$ cat src/design/sai_cache_pkg.sv
// Shared types and constants for the set-associative instruction cache.
package sai_cache_pkg;
    localparam int SETS       = 64;
    localparam int WAYS       = 4;
    localparam int LINE_BYTES = 64;
    localparam int BEATS      = LINE_BYTES / 8;
    localparam int OFF_W      = $clog2(LINE_BYTES);
    localparam int SET_W      = $clog2(SETS);
    localparam int WAY_W      = (WAYS > 1) ? $clog2(WAYS) : 1;
    localparam int BEAT_W     = $clog2(BEATS);
    localparam int TAG_W      = 32 - OFF_W - SET_W;
    localparam int ENTRIES    = SETS * WAYS;
    localparam int WORDS      = ENTRIES * BEATS;
    localparam int WORD_AW    = $clog2(WORDS);
    localparam int ENT_W      = $clog2(ENTRIES);
    localparam logic [15:0] LFSR_MASK = 16'hB400;

    localparam logic ACT_FETCH  = 1'b0;
    localparam logic ACT_REFILL = 1'b1;
    localparam logic KIND_DATA  = 1'b0;
    localparam logic KIND_REQ   = 1'b1;

    typedef struct packed {
        logic        action;
        logic [31:0] fetch_address;
        logic [3:0]  fetch_length;
        logic [63:0] refill_data;
    } in_item_t;

    typedef struct packed {
        logic        result_kind;
        logic [63:0] read_data;
        logic [31:0] refill_address;
        logic [1:0]  refill_way;
    } out_item_t;

    typedef enum logic [3:0] {
        ST_IDLE, ST_TAG, ST_LOOK, ST_RD0, ST_RD1, ST_MERGE, ST_WAIT_BEAT, ST_EMIT
    } bk_state_t;

    function automatic logic [15:0] lfsr_step(input logic [15:0] v);
        lfsr_step = v[0] ? ((v >> 1) ^ LFSR_MASK) : (v >> 1);
    endfunction
endpackage

$ cat src/design/sai_front.sv
// Front part: queues items as-is, clamping fetch lengths over eight.
module sai_front (
    input  logic                    clk,
    input  logic                    rst_n,
    input  logic                    in_valid,
    output logic                    in_ready,
    input  sai_cache_pkg::in_item_t in_item,
    output logic                    q_valid,
    input  logic                    q_ready,
    output sai_cache_pkg::in_item_t q_item
);
    import sai_cache_pkg::*;

    // two-entry queue
    in_item_t  buf_reg [2];
    in_item_t  in_fix;
    logic      wp_reg, rp_reg;
    logic [1:0] cnt_reg;
    logic      push, pop;

    assign in_ready = (cnt_reg != 2'd2);
    assign q_valid  = (cnt_reg != 2'd0);
    assign q_item   = buf_reg[rp_reg];
    assign push     = in_valid && in_ready;
    assign pop      = q_valid && q_ready;

    // clamp length above eight
    always_comb
    begin
        in_fix = in_item;
        if (in_item.fetch_length > 4'd8)
            in_fix.fetch_length = 4'd8;
    end

    always_ff @(posedge clk)
    begin
        if (push)
            buf_reg[wp_reg] <= in_fix;
    end

    always_ff @(posedge clk or negedge rst_n)
    begin
        if (!rst_n)
        begin
            wp_reg <= 1'b0; rp_reg <= 1'b0; cnt_reg <= 2'd0;
        end
        else
        begin
            if (push) wp_reg <= ~wp_reg;
            if (pop)  rp_reg <= ~rp_reg;
            cnt_reg <= cnt_reg + {1'b0, push} - {1'b0, pop};
        end
    end

    assert property (@(posedge clk) disable iff (!rst_n) cnt_reg != 2'd3)
        else $error("queue count overflow");
    assert property (@(posedge clk) disable iff (!rst_n)
        (cnt_reg == 2'd0) |-> !pop) else $error("pop from empty queue");
    assert property (@(posedge clk) disable iff (!rst_n)
        (cnt_reg == 2'd2 && !pop) |=> cnt_reg == 2'd2) else $error("queue lost item");
endmodule

$ cat config.mk
export PLATFORM = sky130hd
export DESIGN_NAME = sai_front
export DESIGN_NICKNAME = d
export VERILOG_FILES = /design/src/design/sai_cache_pkg.sv /design/src/design/sai_front.sv
export SDC_FILE = /design/constraint.sdc
export NUM_CORES = 1
export LEC_CHECK = 0
export ABC_AREA = 1
export ABC_CLOCK_PERIOD_IN_PS = 6700
export BUFFER_PORTS_ARGS = -buffer_cell sky130_fd_sc_hd__buf_4
export CORE_MARGIN = 3
export CORE_UTILIZATION = 54
export CTS_BUF_LIST = sky130_fd_sc_hd__clkbuf_2
export DETAILED_ROUTE_END_ITERATION = 10
export GPL_ROUTABILITY_DRIVEN = 1
export GPL_TIMING_DRIVEN = 0
export PLACE_DENSITY = 0.93
export SLEW_MARGIN = 0
export SYNTH_ARGS = -nofsm -noshare
export SYNTH_HDL_FRONTEND = slang
export SYNTH_SLANG_ARGS = --single-unit
$ cat constraint.sdc
create_clock -name clk -period 6.7 [get_ports clk]
set_clock_uncertainty 0.1 [all_clocks]
set_input_delay 0.67 -clock clk [delete_from_list [all_inputs] [get_ports clk]]
set_output_delay 0.67 -clock clk [all_outputs]
set_load 0.01 [all_outputs]
## Word level (Yosys, flattened, before mapping)

Memory sizes are Yosys's and may differ from the RTL's.
Index checks and enable logic that the tools add are counted.

- Memory bits (read-only): 0
- Bits of input ports: 105
- Logic and storage cells: 16
- Output and inout bits: 103
- Latch bits: 0
- Memories: 1
- Memory bits (writable): 202
- Register bits after elaboration: 4

Memory list:

| memory | depth | bits a word | rd ports | clocked after Yosys merged registers in | wr ports | RTL line | text |
|---|---|---|---|---|---|---|---|
| buf_reg | 2 | 101 | 1 | 0 | 1 | sai_front.sv:15 | `in_item_t buf_reg [2];` |

- Bitwise operators: 2
- Shift-type cells: 0
- Magnitude comparators: 1
- Multipliers: 0
- Reductions and logical operators: 3
- Add/subtract/negate cells: 2
- Mux-type cells: 3
- Equality and inequality tests: 1
- Div/mod/pow operators: 0

Operators with widths:

| operator | count |
|---|---|
| > comparator 4 bit (second input constant) | 1 |
| 2-to-1 mux 4 bit | 1 |
| adder 2 x 1 -> 2 bit | 1 |
| logical AND 1 bit | 2 |
| 2-to-1 mux 1 bit | 2 |
| != test 2 bit (second input constant) | 1 |
| inverter 1 bit | 2 |
| nonzero test 2 bit | 1 |
| subtractor 2 x 1 -> 2 bit | 1 |

## Logic depth before layout (Yosys ltp)

Gate-level depths: netlist of the first run.

- Word-level depth: 4
- Gate-level depth with buffers: 12
- Depth with buffers taken out: 12

## Worst setup path before layout of the first run

OpenSTA, ideal clock, no wires.

- Kind: input-to-reg
- From: in in_valid
- To: mem buf_reg[1][0] in the netlist's numbering (enable)
- Library setup time: 0.563 ns
- Cell stages on the path: 2
- Data arrival time: 5.003 ns
- Path buffers: 0
- Path slack: 1.034 ns
- Data required time: 6.037 ns
- Cell sequence: nand2_1 nor2_1

- Word-level cells in the longest chain between the ends: 3

RTL lines:

| what | RTL line | text |
|---|---|---|
| from (decl) | sai_front.sv:5 | `input logic in_valid,` |
| logical AND 1 bit | sai_front.sv:24 | `assign push = in_valid && in_ready;` |
| 2-to-1 mux 1 bit | sai_front.sv:37 | `if (push)` |
| 2-to-1 mux 1 bit (not written as such) | sai_front.sv:38 | `buf_reg[wp_reg] <= in_fix;` |
| to (decl) | sai_front.sv:15 |  |

No other way between the ends.

==> flow_metrics.py, run 1 <==
metrics = {
    "status": {
        "outcome": "complete, no violations",
    },
    "yosys": {
        "synth.yosys.seq_area_share": 0.8140,
        "synth_xor_area_frac": 0.001156,
        "yosysWarnings": 0,
        "synth_top_area_share": 0.8008,
        "synth-edff-count": 202,
        "ys_seq_elements": 206,
        "ys.flop_type": "edfxtp_1",
        "synth_top_family_by_area": "simple AND/OR/NAND/NOR gates",
        "netlist_instances": 567,
        "synthArstFlopShare": 0.01942,
        "yosysUniqueCellTypes": 15,
        "synth_compound_area_frac": 0.002313,
        "muxShareOfSynthArea": 0,
        "synth_nets": 673,
        "yosys-top-cells-count": "nand2_1, edfxtp_1, buf_2",
        "synthMostInstantiatedCell": "nand2_1",
        "yosys.area_share.adder": 0.001652,
        "synthTopCellsByArea": "edfxtp_1, nand2_1, dfrtp_1",
        "synth_area_um2": 7575,
        "synthSimpleGateAreaFrac": 0.1604,
        "yosys.area.top_type": "edfxtp_1",
        "avgSynthCellArea_um2": 13.36,
    },
    "pwr": {
        "p_per_area_nw_per_um2": 403.4,
        "power_switching_mw": 1.599,
        "power_frac_clock": 0.189,
        "p_leak_nw": 4.840,
        "peakVddDrop_v": 0.0003221,
        "swShare": 0.3624,
        "p_int_mw": 2.814,
        "sequentialPowerShare": 0.415,
        "power_frac_comb": 0.396,
    },
    "cells_and_area": {
        "n_fill_cell": 666,
        "num-nets-final": 1035,
        "largest_register_ffs": 202,
        "area_growth_syn_to_layout_pct": 44.40,
        "final_layout_size_suffix_gt1_frac": 0.3292,
    },
    "place": {
        "gp_congestion": 0.7494,
        "numPortBuffers": 207,
        "pre_cts_slack_ns": 4.519,
        "dp_hpwl_mm": 11.55,
    },
    "timing": {
        "tightest_slew_ns": 0.4673,
        "maxSlewViolCount": 0,
        "hold_ws_ns": 0.1520,
        "fmax_mhz": 362.8,
        "rsz0062_at_grt": "no",
        "fin_ws_ns": 3.943,
        "slew_headroom": 0.6885,
        "setup_tns_ns": 0,
        "finalSetupViolCount": 0,
        "fin_crit_sh": 0.4114,
        "hold_viol": 0,
        "fin_crit_ns": 2.757,
    },
    "setup_path": {
        "r2r_slack_ns": 4.65,
        "start_kind": "flop",
        "r2r_cells": 6,
        "rr_endpoint": "buf_reg[1][97]$_DFFE_PP_",
        "required_ns": 5.93,
        "arrival_ns": 1.99,
        "r2r-start": "cnt_reg[0]$_DFF_PN0_",
        "critical_path_peak_fanout": 10,
        "crit_type": "flop to output port",
        "critPathCaptureType": "output port",
    },
    "clocking": {
        "numClockSinks": 206,
        "cts_made_buffers": 49,
        "clk_pin_slew_ns": 0.10,
        "cts_resized": 0,
        "cts_buffer_depth": 3,
        "clk_latency_ns": 0.68,
        "ctsRootBufferMaster": "clkbuf_2",
        "cts_tree": "done",
        "cts_htree_levels": 2,
    },
    "die": {
        "die_x_um": 124.4,
        "io_pins": 208,
        "start_util": 0.5631,
        "coreArea_um2": 13450,
        "fp.dieH_um": 124.4,
        "num_rows": 42,
        "die-area_um2": 15480,
    },
    "drt": {
        "viasPerCell": 4.969,
        "postRouteAntennaNets": 0,
        "drc": 0,
        "drtPass1Iterations": 5,
        "wl_mm": 20.14,
        "drt-initial-drc-count": 404,
        "drt-wirelength-per-cell_um": 17.56,
        "vias": 5700,
    },
    "min_path": {
        "min_path_type": "input port to flop",
        "hold_depth": 3,
        "worstHoldStart": "in_valid",
        "hold_end": "wp_reg$_DFFE_PN0P_",
    },
    "global_routing": {
        "grt-ovfl-total": 0,
        "grt_use_total": 0.2578,
        "first_global_vias": 6148,
        "grt_pass1_wl_mm": 31.37,
        "antenna_found_initial": 2,
        "grt_max_degree": 35,
    },
    "flow_run": {
        "max_cap_violations": 0,
    },
}
## cells by family (layout without fill, tap and decap cells)
family / Yosys count / after routing
AO/OA/AOI/OAI: 3 / 3
flip-flops: 206 / 206
XOR/XNOR: 1 / 1
AND/OR/NAND/NOR: 323 / 323
other: 0 / 2
adder cells (fa/ha/maj): 1 / 1
buffers and inverters: 33 / 435
## timing repair
| item | 4_1_cts | 5_1_grt |
|---|---|---|
| endpoints found under the setup margin | 0 | 0 |
| hold endpoints to repair | 198 | 0 |
| setup buffers | 0 | 0 |
| hold buffers | 98 | 0 |
## placed cells by master, fill, tap and decap left out
cell,netlist,layout
nand3_1,2,2
dfrtp_1,4,4
edfxtp_1,202,202
buf_4,2,209
o21ai_0,1,1
diode_2,0,2
clkinv_2,0,1
a21boi_0,1,1
clkbuf_1,2,2
nand2_1,313,313
a21oi_1,1,1
inv_2,1,2
nor2_4,0,2
bufinv_16,0,1
clkbuf_2,0,79
xor2_1,1,1
ha_1,1,1
buf_2,19,19
inv_1,9,9
nor2_1,8,6
buf_12,0,6
clkinv_1,0,9
dlygate4sd3_1,0,98
## power by group through the flow
stage | registers (mW) | logic (mW) | clock network (mW)
after floorplan | 1.89 | 0.791 | 0
after global placement | 1.92 | 1.55 | 0
after detailed placement | 1.85 | 1.66 | 0
after CTS | 1.83 | 1.72 | 0.832
after global routing | 1.85 | 1.88 | 0.918
final | 1.83 | 1.75 | 0.833
## layer usage
metal | global-route usage | vias up | routed length (µm)
li1 | - | 2663 | -
met1 | 0.2816 | 2698 | 7041
met2 | 0.4730 | 283 | 11020
met3 | 0.06218 | 56 | 1354
met4 | 0.1154 | 0 | 719
met5 | 0 | - | 0
## cell type report
class | instances | area (µm²) | share of cell area
Sequential cell | 206 | 6166 | 0.5637
Multi-Input combinational cell | 328 | 1269 | 0.1160
Antenna cell | 2 | 5.005 | 0.0004576
Clock inverter | 12 | 72.57 | 0.006635
Clock buffer | 79 | 395.4 | 0.03615
Inverter | 10 | 37.54 | 0.003432
Buffer | 23 | 117.6 | 0.01075
Tap cell | 176 | 220.2 | 0.02013
Timing Repair Buffer | 311 | 2655 | 0.2427
## per-stage QoR
stage                     power [mW]  cell area (µm²)  instances    util
final                          4.412            10940       1147  0.8131
after detailed placement       3.516             9484        956  0.7050
after floorplan                2.678             7575        567       -
after global routing           4.657            10940       1147  0.8131
after CTS                      4.378            10930       1145  0.8127
after global placement         3.465             9349        950  0.6949
## how the worst max path moves through the flow
stage / start / to / slack (ns) / cells past startpoint
2_1_floorplan: in_valid / buf_reg[1][0]$_DFFE_PP_ / 1.03 / 2
3_3_place_gp: in_valid / buf_reg[1][33]$_DFFE_PP_ / -1.12 / 3
3_5_place_dp: in_valid / buf_reg[1][69]$_DFFE_PP_ / 4.52 / 5
4_1_cts: rp_reg$_DFFE_PN0P_ / q_item[83] / 3.83 / 6
5_1_grt: rp_reg$_DFFE_PN0P_ / q_item[17] / 3.79 / 6
6_report: rp_reg$_DFFE_PN0P_ / q_item[61] / 3.94 / 6
## critical path, stage by stage (launching register included)
cell,delay (ns)
dfrtp_1,0.43
inv_2,0.08
buf_4,0.21
buf_2,0.27
nand2_1,0.08
nand2_1,0.10
buf_4,0.14
Note: power is estimated with default switching activity, not from simulation.
==> inputs of run 2 (changes only) <==
--- a/config.mk
+++ b/config.mk
@@ -6,15 +6,15 @@
 export NUM_CORES = 1
 export LEC_CHECK = 0
 export ABC_AREA = 1
-export ABC_CLOCK_PERIOD_IN_PS = 6700
+export ABC_CLOCK_PERIOD_IN_PS = 2270
 export BUFFER_PORTS_ARGS = -buffer_cell sky130_fd_sc_hd__buf_4
 export CORE_MARGIN = 3
-export CORE_UTILIZATION = 54
+export CORE_UTILIZATION = 49
 export CTS_BUF_LIST = sky130_fd_sc_hd__clkbuf_2
 export DETAILED_ROUTE_END_ITERATION = 10
 export GPL_ROUTABILITY_DRIVEN = 1
 export GPL_TIMING_DRIVEN = 0
-export PLACE_DENSITY = 0.93
+export PLACE_DENSITY = 0.89
 export SLEW_MARGIN = 0
 export SYNTH_ARGS = -nofsm -noshare
 export SYNTH_HDL_FRONTEND = slang
==> constraint.sdc (replaced) <==
create_clock -name clk -period 2.27 [get_ports clk]
set_clock_uncertainty 0.1 [all_clocks]
set_input_delay 0.227 -clock clk [delete_from_list [all_inputs] [get_ports clk]]
set_output_delay 0.227 -clock clk [all_outputs]
set_load 0.01 [all_outputs]
==> flow_metrics.py, run 2 (synthesis results as in run 1) <==
metrics = {
    "timing": {
        "tightest_slew_ns": 0.6601,
        "slew_headroom": 0.5595,
        "rsz0062_at_grt": "yes",
        "finalSetupViolCount": 0,
        "fin_crit_sh": 0.9602,
        "fin_crit_ns": 2.180,
        "fin_ws_ns": 0.09044,
        "hold_ws_ns": 0.1091,
        "maxSlewViolCount": 0,
        "setup_tns_ns": 0,
        "hold_viol": 0,
        "fmax_mhz": 458.8,
    },
    "clocking": {
        "cts_buffer_depth": 3,
        "cts_tree": "done",
        "cts_htree_levels": 2,
        "cts_made_buffers": 50,
        "clk_latency_ns": 0.73,
        "ctsRootBufferMaster": "clkbuf_2",
        "numClockSinks": 206,
        "clk_pin_slew_ns": 0.13,
    },
    "setup_path": {
        "r2r_slack_ns": 0.24,
        "path_cells": "inv_2 -> buf_12 -> buf_8 -> nand2_1 -> nand2_1 -> buf_4",
        "critPathSlowestCell": "dfrtp_1",
        "crit_type": "flop to output port",
        "cpMostUsedCell": "nand2_1",
        "startpoint": "rp_reg$_DFFE_PN0P_",
        "path_buf_inv": 4,
        "rr_endpoint": "buf_reg[1][51]$_DFFE_PP_",
        "r2r-start": "wp_reg$_DFFE_PN0P_",
        "r2r_cells": 4,
        "arrival_ns": 1.85,
        "critical-path-top-delay-family": "buffers and inverters",
        "max_stage_delay_ns": 0.42,
        "critPathCaptureType": "output port",
        "critical_path_peak_fanout": 10,
        "start_kind": "flop",
        "required_ns": 1.94,
    },
    "cells_and_area": {
        "area_growth_syn_to_layout_pct": 47.97,
        "layout_common_cells": "nand2_1, buf_4, edfxtp_1",
        "n_fill_cell": 863,
        "layout_commonest_cell": "nand2_1",
        "final_layout_size_suffix_gt1_frac": 0.3316,
        "num-nets-final": 1047,
        "largest_register_ffs": 202,
        "n_antenna_cell": 0,
        "final_cells": 1161,
    },
    "drt": {
        "viasPerCell": 4.889,
        "drt-wirelength-per-cell_um": 17.10,
        "wl_mm": 19.86,
        "drt-initial-drc-count": 306,
        "vias": 5676,
        "drtPass1Iterations": 4,
        "postRouteAntennaNets": 0,
        "drc": 0,
    },
    "place": {
        "gp_congestion": 0.7045,
        "pre_cts_slack_ns": 0.1279,
        "numPortBuffers": 207,
        "dp_hpwl_mm": 11.26,
        "placed_cells": 964,
    },
    "global_routing": {
        "grt_pass1_wl_mm": 29.06,
        "grt_max_degree": 33,
        "grt_use_total": 0.2243,
        "antenna_found_initial": 0,
        "first_global_vias": 5992,
        "grt-ovfl-total": 0,
    },
    "die": {
        "start_util": 0.5115,
        "die_x_um": 130.3,
        "die-area_um2": 16990,
        "fp.dieH_um": 130.3,
        "num_rows": 44,
        "coreArea_um2": 14810,
        "io_pins": 208,
    },
    "pwr": {
        "swShare": 0.3540,
        "p_leak_nw": 4.933,
        "power_switching_mw": 4.742,
        "peakVddDrop_v": 0.001012,
        "power_frac_clock": 0.188,
        "power_frac_comb": 0.407,
        "p_int_mw": 8.653,
        "p_per_area_nw_per_um2": 1195,
        "sequentialPowerShare": 0.404,
    },
    "min_path": {
        "worstHoldStart": "in_item[56]",
        "min_path_type": "input port to flop",
        "hold_end": "buf_reg[1][56]$_DFFE_PP_",
        "hold_depth": 2,
    },
    "status": {
        "outcome": "complete, no violations",
    },
    "flow_run": {
        "max_cap_violations": 0,
    },
}
## run 2: cell types whose count changed in the layout (fill, tap and decap cells not counted), moves of 2 or more
cell | previous run | this run
buf_4 | 209 | 211
nand2_2 | 0 | 4
buf_6 | 0 | 13
buf_2 | 19 | 2
buf_8 | 0 | 2
clkbuf_2 | 79 | 75
diode_2 | 2 | 0
buf_16 | 0 | 2
dlygate4sd3_1 | 98 | 106
nor2_2 | 0 | 2
nand2_1 | 313 | 308
## run 2: how the worst max path moves through the flow
| stage | endpoint | slack (ns) | depth (start not counted) |
|---|---|---|---|
| after CTS | q_item[86] | -0.03 | 6 |
| after floorplan | buf_reg[1][0]$_DFFE_PP_ | -0.40 | 4 |
| after detailed placement | buf_reg[0][32]$_DFFE_PP_ | 0.13 | 6 |
| final | q_item[58] | 0.09 | 6 |
| after global routing | q_item[58] | -0.04 | 6 |
| after global placement | buf_reg[1][32]$_DFFE_PP_ | -1.07 | 4 |
## run 2: layout make-up
type	count	area, µm²	share of cell area
tap	184	230.2	0.02054
clock inverter	13	102.6	0.009154
clock buffer	75	375.4	0.03349
inverter	10	37.54	0.003349
multi-input combinational	330	1299	0.1159
sequential	206	6166	0.5501
buffer	23	240.2	0.02143
timing repair buffer	320	2758	0.2460
## run 2: power groups by stage
stage	Combinational (mW)	Clock [mW]	Sequential [mW]
detailed placement	4.90	0	5.47
global placement	4.61	0	5.50
CTS	5.22	2.54	5.39
floorplan	2.36	0	5.46
finish	5.46	2.52	5.42
global route	5.90	2.82	5.47
## run 2: what timing repair did
action	CTS	global route
hold buffers	106	0
pin swaps	0	1
cloned	0	2
hold endpoints to repair	248	0
endpoints found under the setup margin	85	126
buffers inserted	0	1
gates resized for setup	24	20
## run 2: metal layers
metal / vias to the layer above / track usage / share of wire
li1: 2688 / - / -
met1: 2673 / 0.2453 / 0.35
met2: 262 / 0.3995 / 0.53
met3: 53 / 0.06304 / 0.077
met4: 0 / 0.1125 / 0.037
met5: - / 0 / 0
## run 2: through the flow
step | cell area [µm²] | utilization | power, mW
final | 11210 | 0.7568 | 13.39
after global routing | 11210 | 0.7568 | 14.20
after CTS | 11130 | 0.7514 | 13.15
after detailed placement | 9519 | 0.6428 | 10.37
after global placement | 9384 | 0.6337 | 10.11
after floorplan | 7600 | - | 7.823
==> inputs of run 3 (changes only) <==
--- a/config.mk
+++ b/config.mk
@@ -5,7 +5,6 @@
 export SDC_FILE = /design/constraint.sdc
 export NUM_CORES = 1
 export LEC_CHECK = 0
-export ABC_AREA = 1
 export ABC_CLOCK_PERIOD_IN_PS = 2270
 export BUFFER_PORTS_ARGS = -buffer_cell sky130_fd_sc_hd__buf_4
 export CORE_MARGIN = 3
==> flow_metrics.py, run 3 <==
metrics = {
    "drt": {
        "viasPerCell": 4.851,
        "drtPass1Iterations": 4,
        "postRouteAntennaNets": 0,
        "wl_mm": 17.68,
        "drc": 0,
        "drt-wirelength-per-cell_um": 18.41,
        "vias": 4657,
        "drt-initial-drc-count": 234,
    },
    "yosys": {
        "synth.yosys.seq_area_share": 0.7852,
        "netlist_instances": 340,
        "synth_area_um2": 7853,
        "ys_seq_elements": 206,
        "yosysUniqueCellTypes": 21,
        "synthTopCellsByArea": "edfxtp_1, mux2_4, mux2_2",
        "synth_nets": 446,
        "avgSynthCellArea_um2": 23.10,
        "yosysWarnings": 0,
        "synth-edff-count": 202,
        "ys.flop_type": "edfxtp_1",
        "yosys.area.top_type": "edfxtp_1",
        "yosys-top-cells-count": "edfxtp_1, mux2_4, mux2_2",
        "synth_top_area_share": 0.7725,
        "synthArstFlopShare": 0.01942,
        "synthMostInstantiatedCell": "edfxtp_1",
    },
    "cells_and_area": {
        "layout_commonest_cell": "buf_4",
        "layout_common_cells": "buf_4, edfxtp_1, dlygate4sd3_1",
        "n_antenna_cell": 0,
        "num-nets-final": 820,
        "largest_register_ffs": 202,
        "final_layout_size_suffix_gt1_frac": 0.5474,
        "final_cells": 960,
        "n_fill_cell": 896,
        "area_growth_syn_to_layout_pct": 45.01,
    },
    "pwr": {
        "p_per_area_nw_per_um2": 1135,
        "peakVddDrop_v": 0.0008882,
        "p_leak_nw": 4.670,
    },
    "die": {
        "coreArea_um2": 15430,
        "die-area_um2": 17580,
        "start_util": 0.5090,
        "num_rows": 45,
        "io_pins": 208,
        "fp.dieH_um": 132.6,
        "die_x_um": 132.6,
    },
    "timing": {
        "fmax_mhz": 430.0,
        "fin_ws_ns": -0.05549,
        "maxSlewViolCount": 0,
        "rsz0062_at_grt": "yes",
        "fin_crit_sh": 1.024,
        "finalSetupViolCount": 90,
        "tightest_slew_ns": 0.6706,
        "fin_crit_ns": 2.325,
        "hold_viol": 0,
        "slew_headroom": 0.5529,
    },
    "global_routing": {
        "antenna_found_initial": 0,
        "grt_max_degree": 52,
        "grt_pass1_wl_mm": 27.14,
        "first_global_vias": 5171,
        "grt-ovfl-total": 0,
        "grt_use_total": 0.1964,
    },
    "min_path": {
        "worstHoldStart": "in_item[75]",
        "hold_end": "buf_reg[1][75]$_DFFE_PP_",
        "hold_depth": 2,
        "min_path_type": "input port to flop",
    },
    "clocking": {
        "numClockSinks": 206,
        "clk_pin_slew_ns": 0.12,
        "cts_made_buffers": 49,
        "ctsRootBufferMaster": "clkbuf_2",
        "clk_latency_ns": 0.72,
        "cts_buffer_depth": 3,
        "cts_tree": "done",
        "cts_htree_levels": 2,
    },
    "place": {
        "pre_cts_slack_ns": 0.1306,
        "placed_cells": 762,
        "dp_hpwl_mm": 10.32,
        "numPortBuffers": 207,
        "gp_congestion": 0.7340,
    },
    "setup_path": {
        "r2r-start": "cnt_reg[0]$_DFF_PN0_",
        "start_kind": "flop",
        "critPathCaptureType": "output port",
        "required_ns": 1.94,
        "rr_endpoint": "buf_reg[1][11]$_DFFE_PP_",
        "r2r_cells": 3,
        "path_buf_inv": 3,
        "critical-path-top-delay-family": "buffers and inverters",
        "r2r_slack_ns": 0.32,
        "critical_path_peak_fanout": 10,
        "path_cells": "buf_12 -> buf_8 -> mux2_4 -> buf_4",
        "critPathSlowestCell": "dfrtp_2",
        "max_stage_delay_ns": 0.43,
        "arrival_ns": 2.00,
        "crit_type": "flop to output port",
    },
    "status": {
        "outcome": "finished with violations",
        "violations": "setup timing",
    },
    "flow_run": {
        "max_cap_violations": 0,
    },
}
## run 3: cell count changes after synthesis, sizes merged, moves of 3 or more
cell and change:
inv -10, buf -10, nand2 -311, nor2b +4, xnor2 +3, mux2 +101
nor2 -5
## run 3: worst max-delay path by stage
stage | startpoint | end | slack (ns) | cells past startpoint
6_report | rp_reg$_DFFE_PN0P_ | q_item[24] | -0.06 | 4
4_1_cts | rp_reg$_DFFE_PN0P_ | q_item[73] | -0.13 | 4
3_3_place_gp | cnt_reg[0]$_DFF_PN0_ | buf_reg[0][49]$_DFFE_PP_ | -1.04 | 3
2_1_floorplan | cnt_reg[0]$_DFF_PN0_ | buf_reg[0][0]$_DFFE_PP_ | -0.39 | 3
5_1_grt | rp_reg$_DFFE_PN0P_ | q_item[73] | -0.21 | 4
3_5_place_dp | cnt_reg[0]$_DFF_PN0_ | buf_reg[0][40]$_DFFE_PP_ | 0.13 | 5
## run 3: final cells by class
cell class / count / area, µm² / share of cell area
clock buffers: 73 / 365.4 / 0.03208
plain buffers: 12 / 160.2 / 0.01406
multi-input cells: 123 / 1629 / 0.1431
clock inverters: 13 / 50.05 / 0.004395
well taps: 211 / 264.0 / 0.02318
flip-flops and latches: 206 / 6167 / 0.5416
repair buffers: 322 / 2751 / 0.2416
## run 3: repair_timing
action                                 4_1_cts  5_1_grt
setup endpoints to repair                  101      148
setup buffers                                0        4
hold buffers                               105        1
pin swaps                                    0        2
gates cloned                                 0        2
endpoints found under the hold margin      225        1
gates resized for setup                     11       12
## run 3: cells by family after synthesis
kind of cell,share of synthesized area
AO/OA/AOI/OAI,0.003983
XOR/XNOR,0.003347
adder cells (fa/ha/maj),0.001593
buffers and inverters,0.01418
flip-flops,0.7852
multiplexers,0.1831
AND/OR/NAND/NOR,0.008605
## run 3: routing by layer
metal	track usage	up-vias	share of wire
met5	0	-	0
met2	0.3432	222	0.52
li1	-	2139	-
met1	0.2244	2257	0.38
met3	0.06578	39	0.073
met4	0.07506	0	0.027
## run 3: power by group
group          internal (mW)  leakage [nW]  switching, mW
registers               5.19          1.93          0.270
clock network          0.849         0.329           1.34
logic                   2.95          2.41           2.33
## run 3: through the flow
stage	total power, mW	area, µm²	hold slack (ns)	TNS, ns	util
floorplan	8.343	7876	-0.1686	-54.98	-
global placement	10.16	9694	-0.07490	-170.80	0.6284
detailed placement	10.41	9793	-0.07438	0	0.6348
CTS	12.85	11300	0.02224	-11.56	0.7326
global route	13.60	11390	0.01621	-18.35	0.7381
finish	12.92	11390	0.1228	-3.442	0.7381
